--- src/pcd_pkg.sv ---
package pcd_pkg;

    localparam int SUM_W   = 48;
    localparam int ENTRY_W = 3 * SUM_W;
    localparam int DENS_W  = 63;
    localparam int CFG_W   = 32;
    localparam int IDX_W   = 3;

    localparam logic [1:0] MODE_DEPOSIT = 2'd0;
    localparam logic [1:0] MODE_READ    = 2'd1;
    localparam logic [1:0] MODE_CLEAR   = 2'd2;

    localparam logic [1:0] SP_ELECTRON  = 2'd0;
    localparam logic [1:0] SP_ION       = 2'd1;
    localparam logic [1:0] SP_CARBON    = 2'd2;
    localparam logic [1:0] SP_NONE      = 2'd3;

    localparam logic [IDX_W-1:0] REG_INV_CELL_WIDTH  = 3'd0;
    localparam logic [IDX_W-1:0] REG_CHARGE_ELECTRON = 3'd1;
    localparam logic [IDX_W-1:0] REG_CHARGE_ION      = 3'd2;
    localparam logic [IDX_W-1:0] REG_CHARGE_CARBON   = 3'd3;

    localparam logic [CFG_W-1:0] RST_INV_CELL_WIDTH  = 32'h0001_0000;
    localparam logic [CFG_W-1:0] RST_CHARGE_ELECTRON = 32'hFFFF_0000;
    localparam logic [CFG_W-1:0] RST_CHARGE_ION      = 32'h0001_0000;
    localparam logic [CFG_W-1:0] RST_CHARGE_CARBON   = 32'h0003_0000;

    // work classes handed from front to back
    typedef enum logic [2:0] {
        K_DEPOSIT = 3'd0,
        K_OFFGRID = 3'd1,
        K_READ    = 3'd2,
        K_RDNONE  = 3'd3,
        K_CLEAR   = 3'd4
    } kind_t;

    typedef struct packed {
        kind_t       kind;
        logic [1:0]  species;
        logic [15:0] weight;
        logic [23:0] position;
        logic [7:0]  cell_req;
    } item_t;

    function automatic logic [SUM_W-1:0] get_sum(logic [ENTRY_W-1:0] e, logic [1:0] sp);
        logic [SUM_W-1:0] r;
        case (sp)
            SP_ELECTRON: r = e[SUM_W-1:0];
            SP_ION:      r = e[2*SUM_W-1:SUM_W];
            default:     r = e[3*SUM_W-1:2*SUM_W];
        endcase
        return r;
    endfunction

    function automatic logic [ENTRY_W-1:0] put_sum(logic [ENTRY_W-1:0] e, logic [1:0] sp,
                                                    logic [SUM_W-1:0] v);
        logic [ENTRY_W-1:0] r;
        r = e;
        case (sp)
            SP_ELECTRON: r[SUM_W-1:0]         = v;
            SP_ION:      r[2*SUM_W-1:SUM_W]   = v;
            default:     r[3*SUM_W-1:2*SUM_W] = v;
        endcase
        return r;
    endfunction

    // saturating add of a split weight onto a cell sum
    function automatic logic [SUM_W-1:0] add_sat(logic [SUM_W-1:0] s, logic [32:0] v);
        logic [SUM_W:0] t;
        t = {1'b0, s} + (SUM_W+1)'(v);
        return t[SUM_W] ? {SUM_W{1'b1}} : t[SUM_W-1:0];
    endfunction

endpackage

--- src/pcd_queue.sv ---
module pcd_queue (
    input  logic              clk,
    input  logic              rst_n,
    input  logic              push,
    input  pcd_pkg::item_t    push_item,
    input  logic              pop,
    output pcd_pkg::item_t    head_item,
    output logic              empty,
    output logic              full
);
    import pcd_pkg::*;

    item_t      slot_reg [2];
    logic       wr_ptr_reg, rd_ptr_reg;
    logic [1:0] cnt_reg;

    assign empty     = (cnt_reg == 2'd0);
    assign full      = (cnt_reg == 2'd2);
    assign head_item = slot_reg[rd_ptr_reg];

    always_ff @(posedge clk or negedge rst_n)
    begin
        if (!rst_n)
        begin
            wr_ptr_reg <= 1'b0;
            rd_ptr_reg <= 1'b0;
            cnt_reg    <= 2'd0;
        end
        else
        begin
            if (push)
                wr_ptr_reg <= ~wr_ptr_reg;
            if (pop)
                rd_ptr_reg <= ~rd_ptr_reg;
            if (push && !pop)
                cnt_reg <= cnt_reg + 2'd1;
            else if (pop && !push)
                cnt_reg <= cnt_reg - 2'd1;
        end
    end

    always_ff @(posedge clk)
    begin
        if (push)
            slot_reg[wr_ptr_reg] <= push_item;
    end

endmodule

--- config.mk ---
export PLATFORM = sky130hd
export DESIGN_NAME = pcd_queue
export DESIGN_NICKNAME = d
export VERILOG_FILES = /design/src/pcd_pkg.sv /design/src/pcd_queue.sv
export SDC_FILE = /design/constraint.sdc
export NUM_CORES = 1
export LEC_CHECK = 0
export BUFFER_PORTS_ARGS = -buffer_cell sky130_fd_sc_hd__buf_4
export CORE_AREA = 5 5 149 108
export CTS_BUF_LIST = sky130_fd_sc_hd__clkbuf_8
export CTS_CLUSTER_SIZE = 14
export DETAILED_ROUTE_END_ITERATION = 8
export DIE_AREA = 0 0 154 113
export PLACE_DENSITY_LB_ADDON = 0.2
export SETUP_SLACK_MARGIN = 0.02
export SLEW_MARGIN = 30
export SYNTH_ARGS = -nofsm -noshare
export SYNTH_HDL_FRONTEND = slang
export SYNTH_SLANG_ARGS = --single-unit
export TNS_END_PERCENT = 1
--- constraint.sdc ---
create_clock -name clk -period 7.9 [get_ports clk]
set_input_delay 1.58 -clock clk [delete_from_list [all_inputs] [get_ports clk]]
set_output_delay 1.58 -clock clk [all_outputs]
set_load 0.01 [all_outputs]
==> results.py <==
metrics = {
    "detailed_routing": {
        "ant_nets": 0,
        "routed-via-count": 2004,
        "initialDrtViolationCount": 57,
        "dr.pass1.iters": 4,
        "routed_via_density": 4.008,
        "drc": 0,
        "totalWireLength_um": 7706,
        "avgRoutedWirePerCell_um": 15.41,
    },
    "floorplan": {
        "dieArea_sq_um": 17400,
        "core_area_sq_um": 14440,
        "rows": 37,
        "die_h_um": 113,
        "num_io_pins": 112,
        "initial_core_util_pct": 29.50,
        "fp.dieW_um": 154,
    },
    "power_and_ir_drop": {
        "pwr-share-clk_pct": 17.0,
        "seqPwrFrac_pct": 47.6,
        "pwr_density_cell_nw_per_um2": 326.2,
        "p_sw_share_pct": 29.07,
        "pwr-share-comb_pct": 35.4,
        "p_switching_uw": 516.5,
        "ir_drop_mv": 0.1256,
        "leakagePower_uw": 0.002152,
        "p_int_uw": 1260,
    },
    "synth": {
        "seq_area_frac_synth_pct": 77.04,
        "ys_ff_latch": 110,
        "synthCells": 181,
        "synth_common_cells": "106 x edfxtp_1, 49 x mux2_4, 5 x buf_12",
        "synth_cell_types": 13,
        "yosysTopAreaCell": "edfxtp_1",
        "synth.most_common_cell": "edfxtp_1",
        "synth.area.top_cells": "edfxtp_1 75%, mux2_4 17%, buf_12 2.3%, dfrtp_1 2.3%, mux2_2 1.1%",
        "synth_async_sr_flop_share_pct": 3.636,
        "synth_edf_count": 106,
        "synth_top_area_share_pct": 74.69,
        "synth_fp_nets": 239,
        "synth_ff_type": "edfxtp_1",
        "synth_area_per_cell_sq_um": 23.54,
        "ys_warn_count": 0,
        "netlist_area_sq_um": 4262,
    },
    "timing": {
        "worst_pin_slew_ps": 780.0,
        "period_minus_slack_ps": 3552,
        "clock.fmax_ghz": 0.2816,
        "slew_headroom_pct": 47.89,
        "whs_ps": 489.1,
        "fin_crit_sh_pct": 44.96,
        "rsz0062_at_grt": "no",
        "fin_skew_ps": 7.226,
        "hold_violations": 0,
        "setup_violations": 0,
        "tns_ps": 0,
        "maxSlewViolCount": 0,
    },
    "clocking": {
        "htreeDepth": 3,
        "path_clk_slew_ps": 100,
        "numClockSinks": 110,
        "clk_latency_ps": 360,
        "cts_tree": "yes",
        "cts-resized-gates": 0,
        "root_buffer": "clkbuf_8",
        "clk_path_buf_depth": 2,
        "cts_setup_buffers": 0,
        "postCtsHoldBufs": 0,
        "cts_buffers": 9,
    },
    "setup_path": {
        "path_max_fanout": 28,
        "crit_arrival_ps": 1970,
        "crit_path_start_kind": "flop",
        "cp_data_required_time_ps": 6320,
        "cp-end-kind": "primary output",
        "worstSetupPathType": "reg -> out",
    },
    "min_path": {
        "hp-class": "reg -> reg",
    },
    "grt": {
        "grt_max_degree": 30,
        "antenna_found_initial": 0,
        "track_usage_pct": 8.914,
        "grt_overflow_total": 0,
        "grt_first_pass_wirelength_um": 11730,
        "grt_pass1_vias": 2196,
    },
    "status": {
        "status": "completed",
    },
    "placement": {
        "dp_hpwl_um": 5118,
        "io_buffers": 111,
        "routabilityCongestion": 0.6419,
    },
    "layout": {
        "diodes": 0,
        "largest_reg_flops": 106,
        "area_growth_pct": 27.80,
        "num-nets-final": 358,
        "drive_gt1_share_pct": 60.33,
    },
    "flow_run": {
        "cap_violations": 0,
    },
}
==> logic make-up (layout without fill, tap and decap cells) <==
logic type | after synthesis | after routing | synth area share [%]
flops | 110 | 110 | 77.04
xor+xnor | 5 | 5 | 1.028
fa+ha+maj | 1 | 1 | 0.2936
simple gates | 5 | 5 | 0.6167
mux | 53 | 53 | 18.32
buf+inv | 7 | 131 | 2.701
==> stage by stage <==
| stage | power, uW | cells | cell area [sq um] | util, % | setup slack (ps) |
|---|---|---|---|---|---|
| 4_1_cts | 1820 | 500 | 5446 | 37.71 | 4270 |
| 6_report | 1777 | 500 | 5446 | 37.71 | 4348 |
| 5_1_grt | 1883 | 500 | 5446 | 37.71 | 4231 |
| 2_1_floorplan | 1275 | 181 | 4262 | - | 3505 |
| 3_5_place_dp | 1512 | 484 | 5275 | 36.52 | 4583 |
| 3_3_place_gp | 1506 | 483 | 5255 | 36.38 | 4593 |
==> cell type report <==
cell class                      count  area [sq um]
Clock buffer                        9         123.9
Sequential cell                   110          3287
Inverter                            1         3.754
Multi-Input combinational cell     64         872.1
Clock inverter                      7         47.55
Fill cell                        1381          8997
Tap cell                          195         244.0
Timing Repair Buffer              114         868.3
==> final timing paths <==
kind | cells after the start | endpoint | from | slack (ps)
max | 3 | head_item[45] | rd_ptr_reg$_DFFE_PN0P_ | 4350
min | 1 | cnt_reg[1]$_DFFE_PN0P_ | cnt_reg[1]$_DFFE_PN0P_ | 490
max reg2reg | 2 | slot_reg[0][49]$_DFFE_PP_ | wr_ptr_reg$_DFFE_PN0P_ | 5970
min reg2reg | 1 | cnt_reg[1]$_DFFE_PN0P_ | cnt_reg[1]$_DFFE_PN0P_ | 490
max in group asynchronous | 1 | rd_ptr_reg$_DFFE_PN0P_ | rst_n | 6800
min in group asynchronous | 1 | cnt_reg[0]$_DFFE_PN0P_ | rst_n | 990
==> placed cells by master, fill, tap and decap left out, drive strengths merged <==
master	Yosys	final
xor2	4	4
edfxtp	106	106
inv	1	4
clkinv	0	4
ha	1	1
nor2	2	2
clkbuf	0	9
nor2b	2	2
mux2	53	53
dfrtp	4	4
buf	6	114
and2	1	1
xnor2	1	1
==> metal layers <==
metal  up-vias  GRT usage (%)  wire, um
li1        940              -         -
met1       975          10.46      3308
met2        79          13.87      3520
met3        10          4.931       770
met4         0          3.176       107
met5         -              0         0
==> power groups by stage <==
stage	sequential (uW)	clock (uW)	combinational (uW)
3_3_place_gp	898	0	608
5_1_grt	860	343	680
3_5_place_dp	864	0	648
2_1_floorplan	818	0	457
6_report	845	302	630
4_1_cts	850	318	651
==> worst max-delay path: stages, from the launching register on <==
cell and delay [ps]:
dfrtp_4 790, buf_12 300, mux2_2 370, buf_4 140
Power figures use the tool's default switching activity.
