--- src/pcd_pkg.sv ---
package pcd_pkg;

    localparam int SUM_W   = 48;
    localparam int ENTRY_W = 3 * SUM_W;
    localparam int DENS_W  = 63;
    localparam int CFG_W   = 32;
    localparam int IDX_W   = 3;

    localparam logic [1:0] MODE_DEPOSIT = 2'd0;
    localparam logic [1:0] MODE_READ    = 2'd1;
    localparam logic [1:0] MODE_CLEAR   = 2'd2;

    localparam logic [1:0] SP_ELECTRON  = 2'd0;
    localparam logic [1:0] SP_ION       = 2'd1;
    localparam logic [1:0] SP_CARBON    = 2'd2;
    localparam logic [1:0] SP_NONE      = 2'd3;

    localparam logic [IDX_W-1:0] REG_INV_CELL_WIDTH  = 3'd0;
    localparam logic [IDX_W-1:0] REG_CHARGE_ELECTRON = 3'd1;
    localparam logic [IDX_W-1:0] REG_CHARGE_ION      = 3'd2;
    localparam logic [IDX_W-1:0] REG_CHARGE_CARBON   = 3'd3;

    localparam logic [CFG_W-1:0] RST_INV_CELL_WIDTH  = 32'h0001_0000;
    localparam logic [CFG_W-1:0] RST_CHARGE_ELECTRON = 32'hFFFF_0000;
    localparam logic [CFG_W-1:0] RST_CHARGE_ION      = 32'h0001_0000;
    localparam logic [CFG_W-1:0] RST_CHARGE_CARBON   = 32'h0003_0000;

    // work classes handed from front to back
    typedef enum logic [2:0] {
        K_DEPOSIT = 3'd0,
        K_OFFGRID = 3'd1,
        K_READ    = 3'd2,
        K_RDNONE  = 3'd3,
        K_CLEAR   = 3'd4
    } kind_t;

    typedef struct packed {
        kind_t       kind;
        logic [1:0]  species;
        logic [15:0] weight;
        logic [23:0] position;
        logic [7:0]  cell_req;
    } item_t;

    function automatic logic [SUM_W-1:0] get_sum(logic [ENTRY_W-1:0] e, logic [1:0] sp);
        logic [SUM_W-1:0] r;
        case (sp)
            SP_ELECTRON: r = e[SUM_W-1:0];
            SP_ION:      r = e[2*SUM_W-1:SUM_W];
            default:     r = e[3*SUM_W-1:2*SUM_W];
        endcase
        return r;
    endfunction

    function automatic logic [ENTRY_W-1:0] put_sum(logic [ENTRY_W-1:0] e, logic [1:0] sp,
                                                    logic [SUM_W-1:0] v);
        logic [ENTRY_W-1:0] r;
        r = e;
        case (sp)
            SP_ELECTRON: r[SUM_W-1:0]         = v;
            SP_ION:      r[2*SUM_W-1:SUM_W]   = v;
            default:     r[3*SUM_W-1:2*SUM_W] = v;
        endcase
        return r;
    endfunction

    // saturating add of a split weight onto a cell sum
    function automatic logic [SUM_W-1:0] add_sat(logic [SUM_W-1:0] s, logic [32:0] v);
        logic [SUM_W:0] t;
        t = {1'b0, s} + (SUM_W+1)'(v);
        return t[SUM_W] ? {SUM_W{1'b1}} : t[SUM_W-1:0];
    endfunction

endpackage

--- src/pcd_front.sv ---
module pcd_front #(
    parameter int CELLS = 256
) (
    input  logic              start,
    input  logic [1:0]        mode,
    input  logic [1:0]        species,
    input  logic [15:0]       weight,
    input  logic [23:0]       position,
    input  logic [7:0]        cell_req,
    input  logic              q_full,
    input  logic              back_clearing,
    output logic              busy,
    output logic              push,
    output pcd_pkg::item_t    item
);
    import pcd_pkg::*;

    logic accept;
    logic keep;

    assign busy   = q_full | back_clearing;
    assign accept = start & ~busy;

    // classify the word; ignored words never reach the queue
    always_comb
    begin
        keep          = 1'b1;
        item.kind     = K_CLEAR;
        item.species  = species;
        item.weight   = weight;
        item.position = position;
        item.cell_req = cell_req;
        unique case (mode)
            MODE_DEPOSIT:
            begin
                if (species == SP_NONE)
                    keep = 1'b0;
                else if (32'(position[23:16]) > 32'(CELLS - 2))
                    item.kind = K_OFFGRID;
                else
                    item.kind = K_DEPOSIT;
            end
            MODE_READ:
                item.kind = (32'(cell_req) < 32'(CELLS)) ? K_READ : K_RDNONE;
            MODE_CLEAR:
                item.kind = K_CLEAR;
            default:
                keep = 1'b0;
        endcase
    end

    assign push = accept & keep;

endmodule

--- config.mk ---
export PLATFORM = sky130hd
export DESIGN_NAME = pcd_front
export DESIGN_NICKNAME = d
export VERILOG_FILES = /design/src/pcd_pkg.sv /design/src/pcd_front.sv
export SDC_FILE = /design/constraint.sdc
export NUM_CORES = 1
export LEC_CHECK = 0
export BUFFER_PORTS_ARGS = -buffer_cell sky130_fd_sc_hd__buf_2
export CAP_MARGIN = 20
export CORE_ASPECT_RATIO = 1.4
export CORE_MARGIN = 1
export CORE_UTILIZATION = 24
export DETAILED_ROUTE_END_ITERATION = 7
export PLACE_DENSITY = 0.83
export SYNTH_ARGS = -nofsm -noshare
export SYNTH_HDL_FRONTEND = slang
export SYNTH_SLANG_ARGS = --single-unit
--- constraint.sdc ---
create_clock -name vclk -period 1.1
set_clock_uncertainty 0.2 [all_clocks]
set_input_delay 0.11 -clock vclk [all_inputs]
set_output_delay 0.11 -clock vclk [all_outputs]
set_load 0.03 [all_outputs]
==> flow_metrics.tcl, run 1 <==
set metrics [dict create \
    finalSetupTns_ns -0.263 \
    die-area_um2 2250 \
    arrival_ns 0.95 \
    grt-ovfl-total 0 \
    synthCells 64 \
    failed_checks "setup timing" \
    syn_area_per_cell_um2 7.72 \
    drt_first_pass_iters 1 \
    antenna_found_initial 0 \
    top_level_ports 110 \
    setup_viol 3 \
    maxCapViolCount 0 \
    grt_pass1_vias 288 \
    rsz0062_at_grt "true" \
    period_minus_slack_ns 1.26 \
    hold_viol_final 0 \
    synth_area_leaders "buf_4 (76%), ha_1 (7.6%), nor4b_2 (3.0%), nand4_1 (2.5%), nor3b_2 (2.5%)" \
    worstSetupPathType "input pin to output pin" \
    grt_usage_pct 10.7 \
    yosysSeqAreaShare_pct 0 \
    cp_num_buf_inv 3 \
    grt_pass1_wl_um 1630 \
    regArea_um2 0 \
    slew_headroom_pct 86.6 \
    fin_total_pwr_mw 0.195 \
    synth_cell_types 10 \
    cp_slowest_stage_delay_ns 0.21 \
    p_per_area_nw_per_um2 441 \
    worst_hold_slack_ns 0.0200 \
    setup_ws_ns -0.155 \
    final_nets 105 \
    core_um2 1950 \
    final_area_um2 442 \
    end_kind "output pin" \
    fillCellCount 219 \
    dpl_cell_area_um2 342 \
    synth_common_cells "buf_4 (50), ha_1 (3), inv_1 (3)" \
    dr.first_iter.drc_count 0 \
    die_h_um 55.7 \
    viasPerCell 4.64 \
    cp-start-kind "input pin" \
    synthesis.nets 122 \
    drt-total-wl_um 1340 \
    synth_top_cell_area_share_pct 75.9 \
    dieWidth_um 40.4 \
    fmax_ghz 0.797 \
    nClkBuffers 0 \
    synth_area_um2 494 \
    critPathRequiredTime_ns 0.79 \
    routabilityCongestion 0.750 \
    antenna_left 0 \
    seq_cell_count 0 \
    rows 19 \
    critPathMaxFanout 3 \
    finalMaxSlewViolations 0 \
    diodes 0 \
    drc 0 \
    synth_top_area_cell "buf_4" \
    drive_gt1_share_pct 91.1 \
    start_util_pct 25.4 \
    status "finished, violations left" \
    irDropWorstVdd_mv 0.156 \
    area_growth_pct -10.6 \
    dpl.cell_count 65 \
    wl_per_cell_um 20.3 \
    port_buffers 30 \
    ys_warn_count 0 \
    grt_max_degree 4 \
    crit_family "buffers and inverters" \
    num_vias 306 \
    hold_path_class "input pin to output pin" \
    finalNonFillerCells 66 \
    synth_most_common_cell "buf_4" \
    p_leak_nw 0.217 \
    worstPathCellList "buf_12 -> clkinv_8 -> ha_4 -> a21boi_4 -> nor3b_4 -> buf_6" \
    worst_pin_slew_ns 0.200 \
    crit_slowest_cell "nor3b_4" \
    period_share_pct 114 \
]
final cells by class:
cell class	count	area, um2	area share, %
Multi-Input combinational cell	11	173	39.1
Tap cell	21	26.3	5.95
Timing Repair Buffer	31	206	46.7
Inverter	3	36.3	8.22
layout by cell type, fill, tap and decap left out:
cell type	Yosys	layout
ha_4	0	3
nor4b_4	0	1
buf_2	0	25
or2_1	1	1
clkinv_8	0	1
a21boi_4	0	1
o21a_2	0	1
inv_1	3	1
a21oi_2	0	1
nor3b_4	0	1
nand4_1	2	2
inv_12	0	1
buf_6	0	3
buf_12	0	2
buf_4	50	1
cells by family (layout without fill, tap and decap cells):
family / after synthesis / after routing / synth area share (%)
AO/OA/AOI/OAI: 3 / 3 / 4.81
adder cells (fa/ha/maj): 3 / 3 / 7.60
AND/OR/NAND/NOR: 5 / 5 / 9.37
buffers and inverters: 53 / 34 / 78.2
final timing paths:
kind | from | end | slack (ns) | depth (start not counted)
setup / recovery | mode[0] | item[50] | -0.16 | 6
hold / removal | position[13] | item[21] | 0.02 | 0
metal layers:
metal,vias up,track usage (%),share of wire (%)
li1,113,-,-
met1,131,6.44,20
met2,42,15.9,42
met3,20,12.0,29
met4,0,8.10,8.6
met5,-,0,0
through the flow:
stage | util, % | worst slack, ns
6_report | 22.7 | -0.155
5_1_grt | 22.7 | -0.201
4_1_cts | 21.7 | -0.162
3_5_place_dp | 17.5 | -0.273
3_3_place_gp | 17.5 | -0.234
2_1_floorplan | - | -0.0176
report_power, final:
part | total (mW) | internal, mW | leakage (nW) | switching, mW
Combinational | 0.195 | 0.0822 | 0.217 | 0.112
Clock | 0 | 0 | 0 | 0
Sequential | 0 | 0 | 0 | 0
Total | 0.195 | 0.0822 | 0.217 | 0.112
repair_timing:
action | 4_1_cts | 5_1_grt
buffers inserted | 1 | 0
setup endpoints to repair | 3 | 3
hold buffers | 0 | 0
resized for setup | 17 | 4
pin swaps | 3 | 2
No activity file was read; power rests on OpenSTA's default activity.
==> inputs of run 2 (changes only) <==
--- a/config.mk
+++ b/config.mk
@@ -5,7 +5,7 @@
 export SDC_FILE = /design/constraint.sdc
 export NUM_CORES = 1
 export LEC_CHECK = 0
-export BUFFER_PORTS_ARGS = -buffer_cell sky130_fd_sc_hd__buf_2
+export BUFFER_PORTS_ARGS = -buffer_cell sky130_fd_sc_hd__buf_4
 export CAP_MARGIN = 20
 export CORE_ASPECT_RATIO = 1.4
 export CORE_MARGIN = 1
==> run 2 against run 1 <==
Effect of this change: critical path type unchanged; die area unchanged; worst hold slack stayed put; the flow still finishes with violations (setup timing); largest cell class unchanged; flip-flop and latch count unchanged; first-iteration DRC count is the same; maximum frequency is 0.35% higher; clock-buffer cell count unchanged; worst setup slack gained 0.0044 ns.
==> flow_metrics.tcl, run 2 (synthesis gave the netlist of run 1 again) <==
set metrics [dict create \
    irDropWorstVdd_mv 0.140 \
    p_leak_nw 0.235 \
    wl_per_cell_um 20.5 \
    finalMaxSlewViolations 0 \
    die-area_um2 2250 \
    dr.first_iter.drc_count 0 \
    p_per_area_nw_per_um2 448 \
    setup_ws_ns -0.151 \
    cts_setup_buffers 0 \
    arrival_ns 0.94 \
    worst_pin_slew_ns 0.206 \
    seq_cell_count 0 \
    finalNonFillerCells 66 \
    grt_pass1_wl_um 1700 \
    grt-ovfl-total 0 \
    p_comb_share_pct 100.0 \
    grt_pass1_vias 312 \
    hpwl_um 1220 \
    p_int_mw 0.103 \
    area_growth_pct -3.54 \
    cp-start-kind "input pin" \
    drt_first_pass_iters 1 \
    start_util_pct 25.4 \
    fin_total_pwr_mw 0.214 \
    nClkBuffers 0 \
    clock_power_share_pct 0 \
    routabilityCongestion 0.740 \
    p_sw_share_pct 51.6 \
    die_h_um 55.7 \
    period_share_pct 114 \
    rows 19 \
    crit_end "item[50]" \
    maxCapViolCount 0 \
    period_minus_slack_ns 1.25 \
    core_um2 1950 \
    p_sw_mw 0.110 \
    fmax_ghz 0.799 \
    viasPerCell 4.61 \
    dpl.cell_count 66 \
    grt_max_degree 4 \
    failed_checks "setup timing" \
    antenna_left 0 \
    worst_hold_slack_ns 0.0200 \
    critPathRequiredTime_ns 0.79 \
    slew_headroom_pct 86.2 \
    dieWidth_um 40.4 \
    final_nets 105 \
    diodes 0 \
    hold_viol_final 0 \
    port_buffers 30 \
    drc 0 \
    fillCellCount 215 \
    rsz0062_at_grt "true" \
    final_common_cell "buf_4" \
    layout_common_cells "buf_4 (26), buf_6 (3), nand4_1 (2), ha_4 (2)" \
    setup_viol 3 \
    regArea_um2 0 \
    p_seq_share_pct 0 \
    antenna_found_initial 0 \
    hold_path_class "input pin to output pin" \
    end_kind "output pin" \
    worstSetupPathType "input pin to output pin" \
    crit_start "mode[0]" \
    status "finished, violations left" \
    critPathMaxFanout 3 \
    grt_usage_pct 11.2 \
    drive_gt1_share_pct 88.9 \
    num_vias 304 \
    top_level_ports 110 \
    drt-total-wl_um 1350 \
]
## run 2: power by group through the flow
stage | registers, mW | clock network (mW) | logic [mW]
after detailed placement | 0 | 0 | 0.197
after global routing | 0 | 0 | 0.228
after global placement | 0 | 0 | 0.193
final | 0 | 0 | 0.214
after floorplan | 0 | 0 | 0.389
after CTS | 0 | 0 | 0.215
## run 2: worst min-delay path by stage
stage	from	end	slack, ns	depth (start not counted)
after floorplan	cell_req[0]	item[0]	0.15	1
after global placement	cell_req[0]	item[0]	0.02	0
after detailed placement	cell_req[0]	item[0]	0.02	0
after CTS	cell_req[0]	item[0]	0.02	0
after global routing	cell_req[4]	item[4]	0.02	0
final	position[13]	item[21]	0.02	0
## run 2: layout make-up
type | count | area [um2] | share of cell area [%]
timing repair buffer | 31 | 264 | 55.4
tap | 21 | 26.3 | 5.51
inverter | 3 | 26.3 | 5.51
multi-input combinational | 11 | 160 | 33.6
## run 2: worst max-delay path, stage by stage
cell and delay [ns]:
buf_8 0.11, inv_4 0.05, ha_4 0.13, a21boi_4 0.19, nor3b_4 0.20, buf_6 0.15
## run 2: per-layer routing
metal	vias up	routed length [um]	GRT usage [%]
li1	114	-	-
met1	128	259	6.93
met2	42	569	17.7
met3	20	406	10.8
met4	0	116	8.10
met5	-	0	0
## run 2: timing repair
action,CTS,global route
gates resized for setup,10,1
cloned,0,0
setup endpoints to repair,3,3
pin swaps,2,2
hold buffers,0,0
## run 2: through the flow
stage / setup TNS (ns) / setup slack, ns / cell area (um2) / util, %
2_1_floorplan: -0.0288 / -0.0176 / 541 / -
3_3_place_gp: -0.509 / -0.175 / 424 / 21.8
3_5_place_dp: -0.577 / -0.216 / 424 / 21.8
4_1_cts: -0.427 / -0.157 / 473 / 24.3
5_1_grt: -0.505 / -0.219 / 477 / 24.5
6_report: -0.377 / -0.151 / 477 / 24.5
==> inputs of run 3 (changes only) <==
--- a/config.mk
+++ b/config.mk
@@ -6,12 +6,11 @@
 export NUM_CORES = 1
 export LEC_CHECK = 0
 export BUFFER_PORTS_ARGS = -buffer_cell sky130_fd_sc_hd__buf_4
-export CAP_MARGIN = 20
-export CORE_ASPECT_RATIO = 1.4
+export CAP_MARGIN = 10
 export CORE_MARGIN = 1
 export CORE_UTILIZATION = 24
 export DETAILED_ROUTE_END_ITERATION = 7
-export PLACE_DENSITY = 0.83
+export PLACE_DENSITY_LB_ADDON = 0.1
 export SYNTH_ARGS = -nofsm -noshare
 export SYNTH_HDL_FRONTEND = slang
 export SYNTH_SLANG_ARGS = --single-unit
==> run 3 against run 2 <==
Effect of this change: worst setup slack better by 0.024 ns; highest routed layer unchanged; largest power group unchanged; combinational power is 5% lower; global-route usage is 6.2 points lower; the flow still finishes with violations (setup timing); final cell count is 12% higher; flip-flop and latch count stayed put; maximum frequency is 1.9% higher.
==> flow_metrics.tcl, run 3 (synthesis gave the netlist of run 1 again) <==
set metrics [dict create \
    setup_viol 3 \
    status "finished, violations left" \
    worst_pin_slew_ns 0.187 \
    dr.first_iter.drc_count 1 \
    grt_pass1_vias 223 \
    die-area_um2 2240 \
    critPathRequiredTime_ns 0.79 \
    drive_gt1_share_pct 87.2 \
    wl_per_cell_um 9.14 \
    final_nets 107 \
    grt-ovfl-total 0 \
    critPathMaxFanout 3 \
    hpwl_um 625 \
    fillCellCount 210 \
    p_seq_share_pct 0 \
    final_common_cell "buf_4" \
    postCtsHoldBufs 0 \
    arrival_ns 0.92 \
    p_sw_mw 0.101 \
    worstSetupPathType "input pin to output pin" \
    area_growth_pct -3.29 \
    rsz0062_at_grt "true" \
    end_kind "output pin" \
    grt_max_degree 4 \
    regArea_um2 0 \
    diodes 0 \
    drt-total-wl_um 676 \
    p_comb_share_pct 100.0 \
    core_um2 1940 \
    hold_path_class "input pin to output pin" \
    fmax_ghz 0.815 \
    final_area_um2 478 \
    hold_viol_final 0 \
    p_sw_share_pct 49.4 \
    port_buffers 30 \
    failed_checks "setup timing" \
    setup_ws_ns -0.127 \
    period_minus_slack_ns 1.23 \
    p_per_area_nw_per_um2 427 \
    antenna_found_initial 0 \
    irDropWorstVdd_mv 0.112 \
    period_share_pct 112 \
    clock_power_share_pct 0 \
    routabilityCongestion 0.524 \
    grt_pass1_wl_um 883 \
    viasPerCell 3.64 \
    drc 0 \
    start_util_pct 25.5 \
    num_vias 269 \
    slew_headroom_pct 87.5 \
    top_level_ports 110 \
    cp-start-kind "input pin" \
    layout_common_cells "buf_4 (28), buf_6 (3), nand4_1 (2), ha_1 (2)" \
    grt_usage_pct 5.06 \
    finalSetupTns_ns -0.333 \
    multiInputGateArea_um2 139 \
    maxCapViolCount 0 \
    rows 16 \
    die_h_um 47.4 \
    fin_util_pct 24.6 \
    p_int_mw 0.103 \
    antenna_left 0 \
    drt_first_pass_iters 4 \
    finalMaxSlewViolations 0 \
    dpl_cell_area_um2 432 \
    nClkBuffers 0 \
    seq_cell_count 0 \
    p_leak_nw 0.240 \
    dieWidth_um 47.4 \
]
## run 3: layer usage
metal	wire, um	vias up	part of all wire [%]	GRT usage, %
met1	160	116	24	4.49
met4	4	0	0.59	2.29
met2	371	33	55	9.86
met5	0	-	0	0
li1	-	118	-	-
met3	140	2	21	1.92
## run 3: metrics by stage
step                cells  hold WS [ns]  total power, mW  worst slack (ns)
finish                 74        0.0200            0.204            -0.127
detailed placement     72        0.0202            0.191            -0.219
CTS                    73        0.0202            0.205            -0.142
global placement       72        0.0202            0.194            -0.232
global route           74        0.0200            0.219            -0.171
floorplan              64         0.152            0.389           -0.0176
## run 3: cell type report
cell class | instances | area share [%]
tap | 27 | 7.07
multi-input combinational | 11 | 29.1
timing repair buffer | 33 | 58.4
inverter | 3 | 5.50
## run 3: final timing paths
check                    start       end  slack, ns  depth (start not counted)
setup / recovery       mode[1]  item[50]      -0.13                          6
hold / removal    position[12]  item[20]       0.02                          0
## run 3: critical path, stage by stage
cell and delay, ns:
buf_12 0.11, inv_12 0.04, ha_4 0.12, a21boi_4 0.19, nor3b_4 0.20, buf_6 0.15
## run 3: what timing repair did
item                       4_1_cts  5_1_grt
pin swaps                        1        1
buffers inserted                 1        1
gates resized for setup          8        0
setup endpoints to repair        3        3
## run 3: power by group through the flow
| stage | Sequential [mW] | Clock [mW] | Combinational (mW) |
|---|---|---|---|
| after detailed placement | 0 | 0 | 0.191 |
| after global placement | 0 | 0 | 0.194 |
| after global routing | 0 | 0 | 0.219 |
| final | 0 | 0 | 0.204 |
| after CTS | 0 | 0 | 0.205 |
| after floorplan | 0 | 0 | 0.389 |
